--- config.mk ---
export PLATFORM = sky130hd
export DESIGN_NAME = udps_order
export DESIGN_NICKNAME = d
export VERILOG_FILES = /design/src/design/udps_pkg.sv /design/src/design/udps_order.sv
export SDC_FILE = /design/constraint.sdc
export NUM_CORES = 1
export LEC_CHECK = 0
export BUFFER_PORTS_ARGS = -buffer_cell sky130_fd_sc_hd__buf_4
export CAP_MARGIN = 10
export CORE_UTILIZATION = 56
export CTS_BUF_LIST = sky130_fd_sc_hd__clkbuf_4
export CTS_CLUSTER_DIAMETER = 120
export DETAILED_ROUTE_END_ITERATION = 10
export HOLD_SLACK_MARGIN = 0.12
export PLACE_DENSITY_LB_ADDON = 0.12
export SYNTH_ARGS = -nofsm -noshare
export SYNTH_HDL_FRONTEND = slang
export SYNTH_SLANG_ARGS = --single-unit
--- constraint.sdc ---
create_clock -name clk -period 1.7 [get_ports clk]
set_input_delay 0 -clock clk [delete_from_list [all_inputs] [get_ports clk]]
set_output_delay 0 -clock clk [all_outputs]
set_load 0.02 [all_outputs]
--- src/design/udps_pkg.sv ---
// Shared types and constants for the unordered pair duplicate filter.
// No dependencies; used by every module of the block.
`default_nettype none

package udps_pkg;

    // Default configuration of the store.
    localparam int UDPS_CAPACITY   = 64;
    localparam int UDPS_STATE_BITS = 64;

    // Fixed widths of the request and result fields.
    localparam int UDPS_FIELD_W = 64;
    localparam int UDPS_COUNT_W = 7;

    // Control tag that travels with a request along the cell chain.
    typedef struct packed {
        logic vld;  // a request occupies this stage
        logic hit;  // some cell already held the pair
        logic ins;  // some cell took the pair as a new entry
    } udps_tag_t;

endpackage

`default_nettype wire

--- src/design/udps_order.sv ---
// Entry stage: trims both states to the stored width and orders them.
// Depends on udps_pkg.
`default_nettype none

module udps_order #(
    parameter int STATE_BITS = udps_pkg::UDPS_STATE_BITS
) (
    input  wire logic                              clk,
    input  wire logic                              rst_n,
    input  wire logic                              adv,
    input  wire logic                              take,
    input  wire logic [udps_pkg::UDPS_FIELD_W-1:0] first_state,
    input  wire logic [udps_pkg::UDPS_FIELD_W-1:0] second_state,
    output udps_pkg::udps_tag_t                    tag_out,
    output logic [STATE_BITS-1:0]                  lo_out,
    output logic [STATE_BITS-1:0]                  hi_out
);
    import udps_pkg::*;

    logic [STATE_BITS-1:0] a_val;
    logic [STATE_BITS-1:0] b_val;
    logic [STATE_BITS-1:0] lo_next;
    logic [STATE_BITS-1:0] hi_next;
    udps_tag_t             tag_reg;
    udps_tag_t             tag_next;
    logic [STATE_BITS-1:0] lo_reg;
    logic [STATE_BITS-1:0] hi_reg;

    always_comb
    begin
        a_val        = first_state[STATE_BITS-1:0];
        b_val        = second_state[STATE_BITS-1:0];
        lo_next      = (b_val >= a_val) ? a_val : b_val;
        hi_next      = (b_val >= a_val) ? b_val : a_val;
        tag_next.vld = take;
        tag_next.hit = 1'b0;
        tag_next.ins = 1'b0;
    end

    always_ff @(posedge clk or negedge rst_n)
    begin
        if (!rst_n)
        begin
            tag_reg <= '0;
        end
        else if (adv)
        begin
            tag_reg <= tag_next;
        end
    end

    always_ff @(posedge clk)
    begin
        if (adv)
        begin
            lo_reg <= lo_next;
            hi_reg <= hi_next;
        end
    end

    assign tag_out = tag_reg;
    assign lo_out  = lo_reg;
    assign hi_out  = hi_reg;

endmodule

`default_nettype wire

==> results.py, run 1 <==
metrics = {
    "die": {
        "initial_core_util": 0.581,
        "die_x_um": 117,
        "boundaryPins": 263,
        "die_y_um": 117,
        "std_cell_rows": 41,
    },
    "place": {
        "place_ws_ns": -1.05,
        "portBuffers": 260,
        "dp_hpwl_um": 15300,
        "gp_congestion": 0.868,
        "place_area_um2": 10700,
    },
    "clocking": {
        "cts_max_level": 4,
        "clkSinkCount": 129,
        "cts_resized": 29,
        "post-cts-setup-buffer-count": 6,
        "cts_buffer_depth": 2,
        "cts_buffers": 17,
        "postCtsHoldBufs": 133,
        "root_buffer": "clkbuf_4",
    },
    "run_status": {
        "haltStage": "clock tree synthesis",
        "outcome": "did not finish",
        "error_line": "[ERROR DPL-0033] detailed placement checks failed during check placement.",
    },
    "synth": {
        "synth_edf_count": 128,
        "ys_seq_area_frac": 0.522,
        "synthFlopType": "edfxtp_1",
        "synthCells": 501,
        "netlist_area_um2": 7420,
        "syn_area_per_cell_um2": 14.8,
        "ys_ff_latch": 129,
        "synth.distinct_cells": 36,
        "synth_warnings": 0,
        "synthArstFlopShare": 0.00775,
    },
}
-- Yosys cell counts (all sizes together) (2+ instances only) --
master    n  area, um^2
a21o      4        30.0
nor4      3        25.0
nand2    15        56.3
o21ai    10        50.0
nand3     8        40.0
a21oi    25         125
nor2      6        22.5
ha       64         801
mux2    129        1790
buf      16         163
nand4     8        50.1
nor3      2        10.0
a211oi    3        22.5
inv      65         244
edfxtp  128        3840
-- cells by family after synthesis --
family	share of synthesized area
compound gates	0.0420
fa+ha+maj	0.108
buf+inv	0.0548
flops	0.522
mux	0.241
other cells	0.000506
simple gates	0.0319
-- per-stage QoR --
stage | utilization | cells | hold slack (ns)
after detailed placement | 0.841 | 1034 | -0.224
after global placement | 0.841 | 1034 | -0.225
after floorplan | - | 502 | -0.296
==> inputs of run 2 (changes only) <==
CORE_UTILIZATION = 40   (was 56)
CTS_BUF_LIST = unset   (was sky130_fd_sc_hd__clkbuf_4)
CTS_CLUSTER_DIAMETER = unset   (was 120)
HOLD_SLACK_MARGIN = unset   (was 0.12)
PLACE_DENSITY_LB_ADDON = 0.15   (was 0.12)
==> results.py, run 2 <==
metrics = {
    "run_status": {
        "outcome": "finished with violations",
        "violations": "DRC, setup timing",
    },
    "clocking": {
        "cts_tree": "done",
        "root_buffer": "clkbuf_16",
        "clkSinkCount": 129,
        "cts_max_level": 4,
        "cts_buffer_depth": 2,
        "clk_latency_ns": 0.42,
        "path_clk_slew_ns": 0.06,
        "cts_buffers": 17,
    },
    "routing": {
        "drcViolationCount": 34,
        "vias": 6153,
        "firstDrtPassIters": 8,
        "drt.antenna.violating_nets": 0,
        "post_drt_wl_per_cell_um": 17.4,
        "drt-total-wl_um": 22100,
        "vias_per_cell": 4.84,
        "drtIter0Drc": 236,
    },
    "power": {
        "power_mw": 11.4,
        "p_per_area_nw_per_um2": 858,
        "ir_drop_mv": 0.740,
        "leakage_nw": 6.23,
    },
    "place": {
        "gp_congestion": 0.749,
        "place_area_um2": 10800,
        "portBuffers": 260,
        "dp_hpwl_um": 14600,
    },
    "synth": {
        "synthArstFlopShare": 0.00775,
        "synth_top_area_share": 0.518,
        "synthFlopType": "edfxtp_1",
        "ys_ff_latch": 129,
        "synth_edf_count": 128,
        "yosysTopAreaCell": "edfxtp_1",
        "netlist_area_um2": 7420,
        "synth_warnings": 0,
        "syn_area_per_cell_um2": 14.8,
        "synthTopCellsByArea": "edfxtp_1, mux2_4, ha_1",
        "synthCells": 501,
        "yosysMostFrequentCell": "edfxtp_1",
        "synthTopCellsByCount": "edfxtp_1, mux2_4, inv_1",
        "synth.distinct_cells": 36,
        "ys_seq_area_frac": 0.522,
    },
    "global_route": {
        "grt_use_total": 0.237,
        "grt_first_pass_wirelength_um": 34700,
        "use_met1": 0.250,
        "overflow": 0,
        "busiest_layer": "met2",
        "grt_max_degree": 35,
        "grt_pass1_vias": 6811,
        "met2_usage": 0.433,
        "met3_usage": 0.0669,
        "antenna_found_initial": 0,
    },
    "setup_path": {
        "critPathArrivalTime_ns": 2.36,
        "startpoint_type": "input pin",
        "cp.required_ns": 1.87,
        "crit_path_end_kind": "register",
        "crit_path_max_fanout": 7,
        "critPathKind": "input pin to register",
    },
    "die": {
        "boundaryPins": 263,
        "std_cell_rows": 49,
        "die_x_um": 138,
        "initial_core_util": 0.410,
        "dieArea_um2": 19100,
        "core_area_um2": 18100,
        "die_y_um": 138,
    },
    "layout": {
        "fill_cells": 1146,
        "fin_util": 0.737,
        "seqCellArea_um2": 3870,
        "diodes": 0,
        "multi_input_area_um2": 3560,
        "fin_area_um2": 13300,
        "final_common_cell": "buf_4",
        "fin_nets": 1226,
        "drive_gt1_frac": 0.570,
        "syn_to_final_growth_pct": 79.7,
        "final_cell_mix": "buf_4, mux2_4, edfxtp_1, dlygate4sd3_1, inv_1",
    },
    "sta": {
        "slew_headroom": 0.655,
        "rsz0062_at_grt": "true",
        "fin_crit_ns": 2.19,
        "fin_ws_ns": -0.490,
        "finalMaxSlewViolations": 0,
        "hold_violations": 0,
        "tightest_slew_ns": 0.518,
        "period_share": 1.29,
        "setup_viol": 128,
        "timing.fmax_ghz": 0.457,
        "skew_ns": 0,
    },
    "flow_run": {
        "cap_viol_max_count": 0,
    },
    "worst_hold_path": {
        "worstHoldPathType": "input pin to register",
    },
}
-- run 2: cell counts after synthesis --
Identical to the previous run, type by type.
-- run 2: layer usage --
layer  routed length [um]  share of wire
met5                    0              0
met4                  750          0.034
met3                 1410          0.064
met2                11700           0.53
met1                 8220           0.37
-- run 2: final cells by class --
class / count / share of cell area
Inverter: 65 / 0.0209
Clock buffer: 20 / 0.0328
Clock inverter: 12 / 0.0123
Tap cell: 229 / 0.0215
Sequential cell: 129 / 0.290
Multi-Input combinational cell: 292 / 0.267
Timing Repair Buffer: 525 / 0.355
-- run 2: path summary, 6_finish.rpt --
path | cells past startpoint | end | slack (ns) | from
worst max-delay path | 13 | lo_out[3] | -0.49 | first_state[57]
worst min-delay path | 3 | hi_out[29] | 0.02 | second_state[29]
worst max register to register | 1 | tag_out[2] | 0.96 | tag_out[2]
worst min register to register | 1 | tag_out[2] | 0.51 | tag_out[2]
max in group asynchronous | 3 | tag_out[2] | 1.18 | rst_n
min in group asynchronous | 3 | tag_out[2] | 0.42 | rst_n
-- run 2: logic make-up after synthesis --
group / count (synthesis) / share of synthesized area
other: 1 / 0.000506
adders and majority gates: 64 / 0.108
AOI/OAI and AO/OA: 51 / 0.0420
DFF: 129 / 0.522
muxes: 129 / 0.241
and+or+nand+nor: 46 / 0.0319
buffers and inverters: 81 / 0.0548
-- run 2: what timing repair did --
| item | in CTS | in global routing |
|---|---|---|
| hold buffers | 128 | 0 |
| setup endpoints to repair | 128 | 128 |
| resized for setup | 56 | 13 |
| cloned | 7 | 4 |
| hold endpoints to repair | 130 | 0 |
| pin swaps | 11 | 1 |
| buffers inserted | 10 | 1 |
-- run 2: critical path, stage by stage --
cell and delay (ns):
buf_8 0.08, inv_4 0.03, ha_4 0.25, nand4_1 0.18, nor4_4 0.36, nand3_2 0.15, nor4_4 0.21, o311ai_2 0.15
nand4_1 0.18, buf_12 0.17, buf_12 0.14, clkbuf_16 0.15, mux2_4 0.29
-- run 2: through the flow --
step           hold WS (ns)  std cells  setup TNS (ns)  setup WS [ns]
2_1_floorplan        -0.296        502          -61.53         -0.497
3_3_place_gp         -0.224       1093         -127.81          -1.02
3_5_place_dp         -0.224       1093         -126.76          -1.03
4_1_cts            0.000482       1270          -54.73         -0.456
5_1_grt              0.0113       1272          -74.41         -0.627
6_report             0.0227       1272          -56.11         -0.490
-- run 2: report_power, final --
part | switching [mW] | internal [mW]
clock network | 1.36 | 2.44
registers | 0.113 | 3.94
logic | 1.52 | 2.06
(Power assumes the default switching activity.)
