## src/design/udps_pkg.sv

```systemverilog
// Shared types and constants for the unordered pair duplicate filter.
// No dependencies; used by every module of the block.
`default_nettype none

package udps_pkg;

    // Default configuration of the store.
    localparam int UDPS_CAPACITY   = 64;
    localparam int UDPS_STATE_BITS = 64;

    // Fixed widths of the request and result fields.
    localparam int UDPS_FIELD_W = 64;
    localparam int UDPS_COUNT_W = 7;

    // Control tag that travels with a request along the cell chain.
    typedef struct packed {
        logic vld;  // a request occupies this stage
        logic hit;  // some cell already held the pair
        logic ins;  // some cell took the pair as a new entry
    } udps_tag_t;

endpackage

`default_nettype wire

```

## src/design/udps_cell.sv

```systemverilog
// One slot of the pair store plus one stage of the request chain.
// Depends on udps_pkg.
`default_nettype none

module udps_cell #(
    parameter int STATE_BITS = udps_pkg::UDPS_STATE_BITS
) (
    input  wire logic                  clk,
    input  wire logic                  rst_n,
    input  wire logic                  adv,
    input  wire udps_pkg::udps_tag_t   tag_in,
    input  wire logic [STATE_BITS-1:0] lo_in,
    input  wire logic [STATE_BITS-1:0] hi_in,
    output udps_pkg::udps_tag_t        tag_out,
    output logic [STATE_BITS-1:0]      lo_out,
    output logic [STATE_BITS-1:0]      hi_out
);
    import udps_pkg::*;

    logic                  slot_valid_reg;
    logic [STATE_BITS-1:0] slot_lo_reg;
    logic [STATE_BITS-1:0] slot_hi_reg;
    udps_tag_t             tag_reg;
    udps_tag_t             tag_next;
    logic [STATE_BITS-1:0] lo_reg;
    logic [STATE_BITS-1:0] hi_reg;
    logic                  match;
    logic                  store;

    // Slots fill in order, so the first empty slot a new pair meets is the next free one.
    always_comb
    begin
        match        = slot_valid_reg && (slot_lo_reg == lo_in) && (slot_hi_reg == hi_in);
        store        = tag_in.vld && !tag_in.hit && !tag_in.ins && !slot_valid_reg;
        tag_next.vld = tag_in.vld;
        tag_next.hit = tag_in.vld && (tag_in.hit || match);
        tag_next.ins = tag_in.vld && (tag_in.ins || store);
    end

    always_ff @(posedge clk or negedge rst_n)
    begin
        if (!rst_n)
        begin
            tag_reg        <= '0;
            slot_valid_reg <= 1'b0;
        end
        else if (adv)
        begin
            tag_reg <= tag_next;
            if (store)
            begin
                slot_valid_reg <= 1'b1;
            end
        end
    end

    always_ff @(posedge clk)
    begin
        if (adv)
        begin
            lo_reg <= lo_in;
            hi_reg <= hi_in;
            if (store)
            begin
                slot_lo_reg <= lo_in;
                slot_hi_reg <= hi_in;
            end
        end
    end

    assign tag_out = tag_reg;
    assign lo_out  = lo_reg;
    assign hi_out  = hi_reg;

endmodule

`default_nettype wire

```

## config.mk

```make
export PLATFORM = sky130hd
export DESIGN_NAME = udps_cell
export DESIGN_NICKNAME = d
export VERILOG_FILES = /design/src/design/udps_pkg.sv /design/src/design/udps_cell.sv
export SDC_FILE = /design/constraint.sdc
export NUM_CORES = 1
export LEC_CHECK = 0
export BUFFER_PORTS_ARGS = -buffer_cell sky130_fd_sc_hd__buf_4
export CAP_MARGIN = 30
export CORE_UTILIZATION = 30
export CTS_CLUSTER_DIAMETER = 150
export DETAILED_ROUTE_END_ITERATION = 7
export GPL_TIMING_DRIVEN = 1
export PLACE_DENSITY = 0.56
export SYNTH_ARGS = -nofsm -noshare
export SYNTH_HDL_FRONTEND = slang
export SYNTH_SLANG_ARGS = --single-unit
```

## constraint.sdc

```tcl
create_clock -name clk -period 27.4 [get_ports clk]
set_input_delay 2.74 -clock clk [delete_from_list [all_inputs] [get_ports clk]]
set_output_delay 2.74 -clock clk [all_outputs]
set_load 0.005 [all_outputs]
```

Word level (Yosys, flattened, before mapping)

Cells that the tools add are included.
W data, S select, Z words.

Add/sub/neg operators: 0
Multipliers: 0
Divide/modulo/power cells: 0
Magnitude comparators: 0
Equality and inequality tests: 2
Shift-type cells: 0
Muxes and demuxes: 0
Bitwise operators: 0
Reduce and logical (&&, ||, !) cells: 13

Operators by type and width:

| kind                | count |
|---|---|
| $eq A64 B64 Y1      | 2 |
| $logic_and A1 B1 Y1 | 7 |
| $logic_not A1 Y1    | 3 |
| $logic_or A1 B1 Y1  | 2 |
| $reduce_and A2 Y1   | 1 |

Register bits after elaboration: 260
Latch bits: 0
RAM bits: 0
ROM bits: 0
Bits of input ports: 134
Output and inout port bits: 131
Word-level logic and storage cells: 23
Memories: 0

Logic depth before layout (Yosys ltp)

Word-level depth: 6
Depth in mapped cells: 6
Depth with buffers taken out: 6

Least setup slack after synthesis

Ideal clock, no wire load.

Path type: input port to flip-flop
Start point: input tag_in[1] (netlist bit)
End point: register slot_valid_reg
Library setup time: 0.144 ns
Arrival time: 16.287 ns
Path slack: 10.969 ns
Stages: 2
Buffers on the path: 0
Cell sequence: nor4_1 -> or2_2

Word-level cells in the longest chain between the ends: 5

RTL lines:

| item                             | line            | text |
|---|---|---|
| from (decl)                      | udps_cell.sv:11 | `input wire udps_pkg::udps_tag_t tag_in,` |
| $logic_not A1 Y1                 | udps_cell.sv:34 | `store = tag_in.vld && !tag_in.hit && !tag_in.ins && !slot_valid_reg;` |
| $logic_and A1 B1 Y1 (3 in a row) | udps_cell.sv:34 |  |
| $reduce_and A2 Y1 (no line)      | --              |  |
| to (signal assigned)             | udps_cell.sv:45 | `slot_valid_reg <= 1'b0;` |
| to (signal assigned)             | udps_cell.sv:52 | `slot_valid_reg <= 1'b1;` |
| to (decl)                        | udps_cell.sv:20 | `logic slot_valid_reg;` |

No other way between the ends.
A chain may end at the register's enable or synchronous reset.

Worst setup path after layout

Start point: input adv
End point: register slot_lo_reg[35], enable pin

Word-level cells in the longest chain between the ends: 1

RTL lines:

| item                        | line            | text |
|---|---|---|
| from (decl)                 | udps_cell.sv:10 | `input wire logic adv,` |
| $reduce_and A2 Y1 (no line) | --              |  |
| to (signal assigned)        | udps_cell.sv:65 | `slot_lo_reg <= lo_in;` |
| to (decl)                   | udps_cell.sv:21 | `logic [STATE_BITS-1:0] slot_lo_reg;` |

No other way between the ends.

==> impl_metrics.yaml <==
timing:
  fmax_mhz: 205
  period_needed_ns: 4.88
  setup_viol: 0
  slew_headroom_pct: 37.4
  post-route-period-util_pct: 17.8
  rsz0062_at_grt: "false"
  fin_tns_setup_ns: 0
  final_max_slew_viol_count: 0
  tightest_slew_ns: 0.940
  hold_viol: 0
  finalClockSkew_ns: 0.00550
placement:
  dpl_cell_area_um2: 12000
  dp_hpwl_mm: 15.7
  portBuffers: 264
  dpl.cell_count: 1163
  gp_congestion: 0.734
worst_setup_path:
  max_stage_delay_ns: 0.72
  cp_top_family: "buffers and inverters"
  arrival_ns: 5.05
  crit_required_ns: 27.57
  critPathBufInv: 3
  cp_common_cell: "buf_4"
  crit_path_start_kind: "input port"
  crit_slowest_cell: "buf_4"
  rr_worst_depth: 3
  worstPathCellList: "buf_6 -> nand2_1 -> nor4_2 -> buf_4 -> buf_4"
  endpoint_kind: "register"
  crit_cells: 5
  path_max_fanout: 68
  timing.setup.critical_path_class: "input port to register"
pwr:
  ir_drop_mv: 0.0411
  p_leak_uw: 0.00485
  powerDensity_nw_per_um2: 71.1
floorplanning:
  chipWidth_um: 180
  rows: 64
  start_util_pct: 30.8
  core_um2: 30800
  dieArea_um2: 32300
  dieHeight_um: 180
  ios: 265
layout:
  fin_area_um2: 13000
  fillerInstances: 2786
  final_nets: 932
  instances_no_fill: 1216
  drive_above_1_share_pct: 39.2
  syn2layout_area_growth_pct: 36.6
  fin_util_pct: 42.0
route:
  via_per_inst: 4.39
  drcViolationCount: 38
  dr_total_vias: 5341
  routed_wl_mm: 21.6
  drt_pass1_iterations: 6
  drtAntennaViolNets: 0
  wire_per_inst_um: 17.8
  dr.first_iter.drc_count: 256
cts:
  insertion_delay_ns: 0.53
  cts_tree: "done"
  cts_sinks: 260
  cts_hold_buf: 0
  clk_path_buf_depth: 3
  root_buffer: "clkbuf_16"
  clk_pin_slew_ns: 0.06
  cts_inserted_buffers: 29
  cts.htree.levels: 1
  post-cts-setup-buffers: 0
  cts_resized: 0
synth:
  yosysWarnings: 0
  avgSynthCellArea_um2: 19.0
  ys_seq_area_share_pct: 82.1
  postSynthCellCount: 499
  synth_area_um2: 9490
  yosysTopAreaCellShare_pct: 81.0
  synth_top_area_cell: "edfxtp_1"
  synth.distinct_cells: 37
  synth_nets: 633
  ys_ff_latch: 260
  ys_top_cells_by_area: "edfxtp_1 (81%), xor2_1 (4.2%), xnor2_1 (3.0%), nor2b_1 (1.7%), inv_1 (1.3%)"
grt:
  grt_usage_pct: 13.1
  overflow: 0
  antenna_found_initial: 1
  grt_pass1_wl_mm: 32.3
  grt_pass1_vias: 5340
  grt_max_degree: 69
min_path:
  holdCritPathClass: "register to register"
  hold_path_depth: 2
status:
  failed_checks: "design-rule violations"
  status: "complete, but fails checks"
run:
  cap_violations: 0
==> logic make-up (layout without fill, tap and decap cells) <==
logic type / count (synthesis) / in the layout / synth area share, %
DFF: 260 / 260 / 82.1
other: 0 / 1 / 0
buffers and inverters: 39 / 359 / 1.54
AOI/OAI and AO/OA: 46 / 46 / 4.00
xor gates and xnor gates: 79 / 79 / 7.29
and+or+nand+nor: 75 / 75 / 5.10
==> synth_stat cells <==
library cell,number
a2111oi_2,4
clkinv_1,3
o21ai_0,2
nand2b_1,8
a22o_1,1
o211ai_1,1
nor4_2,1
nand4_1,15
nor2_1,3
nand2_1,1
nor4_1,13
a211oi_1,1
and2b_1,1
a221oi_1,2
a2111oi_0,3
a21oi_1,2
a2111o_1,6
inv_2,2
o2bb2ai_1,2
o221ai_1,1
edfxtp_1,256
xor2_1,46
dfrtp_1,4
a31oi_1,1
o22ai_1,15
o21ai_1,1
or2_2,1
or4_1,2
xnor2_1,33
and4_1,1
inv_1,34
o2111ai_1,2
a22oi_1,2
nor3_1,1
nor4_4,1
nand3_1,1
nor2b_1,26
==> worst min-delay path, delay by kind of cell (launching register included) <==
family                 cells  cell delay [ns]
DFF                        1             0.37
AOI/OAI and AO/OA          1             0.06
buffers and inverters      1             0.05
==> placed cells by master, fill, tap and decap left out, drive strengths merged <==
cell	Yosys	routed
o2111ai	2	2
nor3	1	1
dfrtp	4	4
o211ai	1	1
o221ai	1	1
a31oi	1	1
nand3	1	1
or2	1	1
clkinvlp	0	3
nand2b	8	8
bufinv	0	4
edfxtp	256	256
and2b	1	1
nor2b	26	26
nor2	3	3
diode	0	1
xor2	46	46
nor4	15	15
o22ai	15	15
o21ai	3	3
a22o	1	1
clkinv	3	14
a211oi	1	1
inv	36	38
or4	2	2
clkbuf	0	32
buf	0	268
nand2	1	1
xnor2	33	33
o2bb2ai	2	2
a2111o	6	6
a21oi	2	2
and4	1	1
a221oi	2	2
a22oi	2	2
nand4	15	15
a2111oi	7	7
==> final timing paths <==
| path | from | slack, ns | endpoint |
|---|---|---|---|
| worst max-delay path | adv | 22.52 | slot_lo_reg[35] |
| worst min-delay path | tag_out[2] | 0.52 | tag_out[2] |
| worst max register to register | slot_valid_reg | 24.91 | slot_lo_reg[35] |
| worst min register to register | tag_out[2] | 0.52 | tag_out[2] |
| max in group asynchronous | rst_n | 25.30 | tag_out[2] |
| min in group asynchronous | rst_n | 1.99 | tag_out[0] |
==> per-layer routing <==
metal | up-vias | wire (um) | track usage (%)
li1 | 2529 | - | -
met1 | 2593 | 9490 | 17.1
met2 | 189 | 10100 | 21.1
met3 | 30 | 1680 | 4.01
met4 | 0 | 424 | 3.62
met5 | - | 0 | 0
==> where the power goes <==
part           internal, uW  total, uW  switching, uW
sequential              459        465           6.04
combinational          37.9       70.3           32.4
clock                   231        386            155
total                   728        921            193
==> through the flow <==
stage	power [uW]	setup WS (ns)	hold slack [ns]
3_5_place_dp	545	21.94	0.516
5_1_grt	958	22.26	0.563
2_1_floorplan	490	10.97	0.487
6_report	921	22.52	0.523
3_3_place_gp	544	21.99	0.524
4_1_cts	936	22.49	0.528
==> final cells by class <==
class	instances	area [um2]	area share, %
multi-input cells	200	1560	12.1
clock buffers	32	737	5.69
repair buffers	268	2020	15.6
well taps	396	495	3.82
inverters	39	146	1.13
diodes	1	2.50	0.0193
flip-flops and latches	260	7790	60.1
clock inverters	20	211	1.63
No activity file was read; power rests on OpenSTA's default activity.
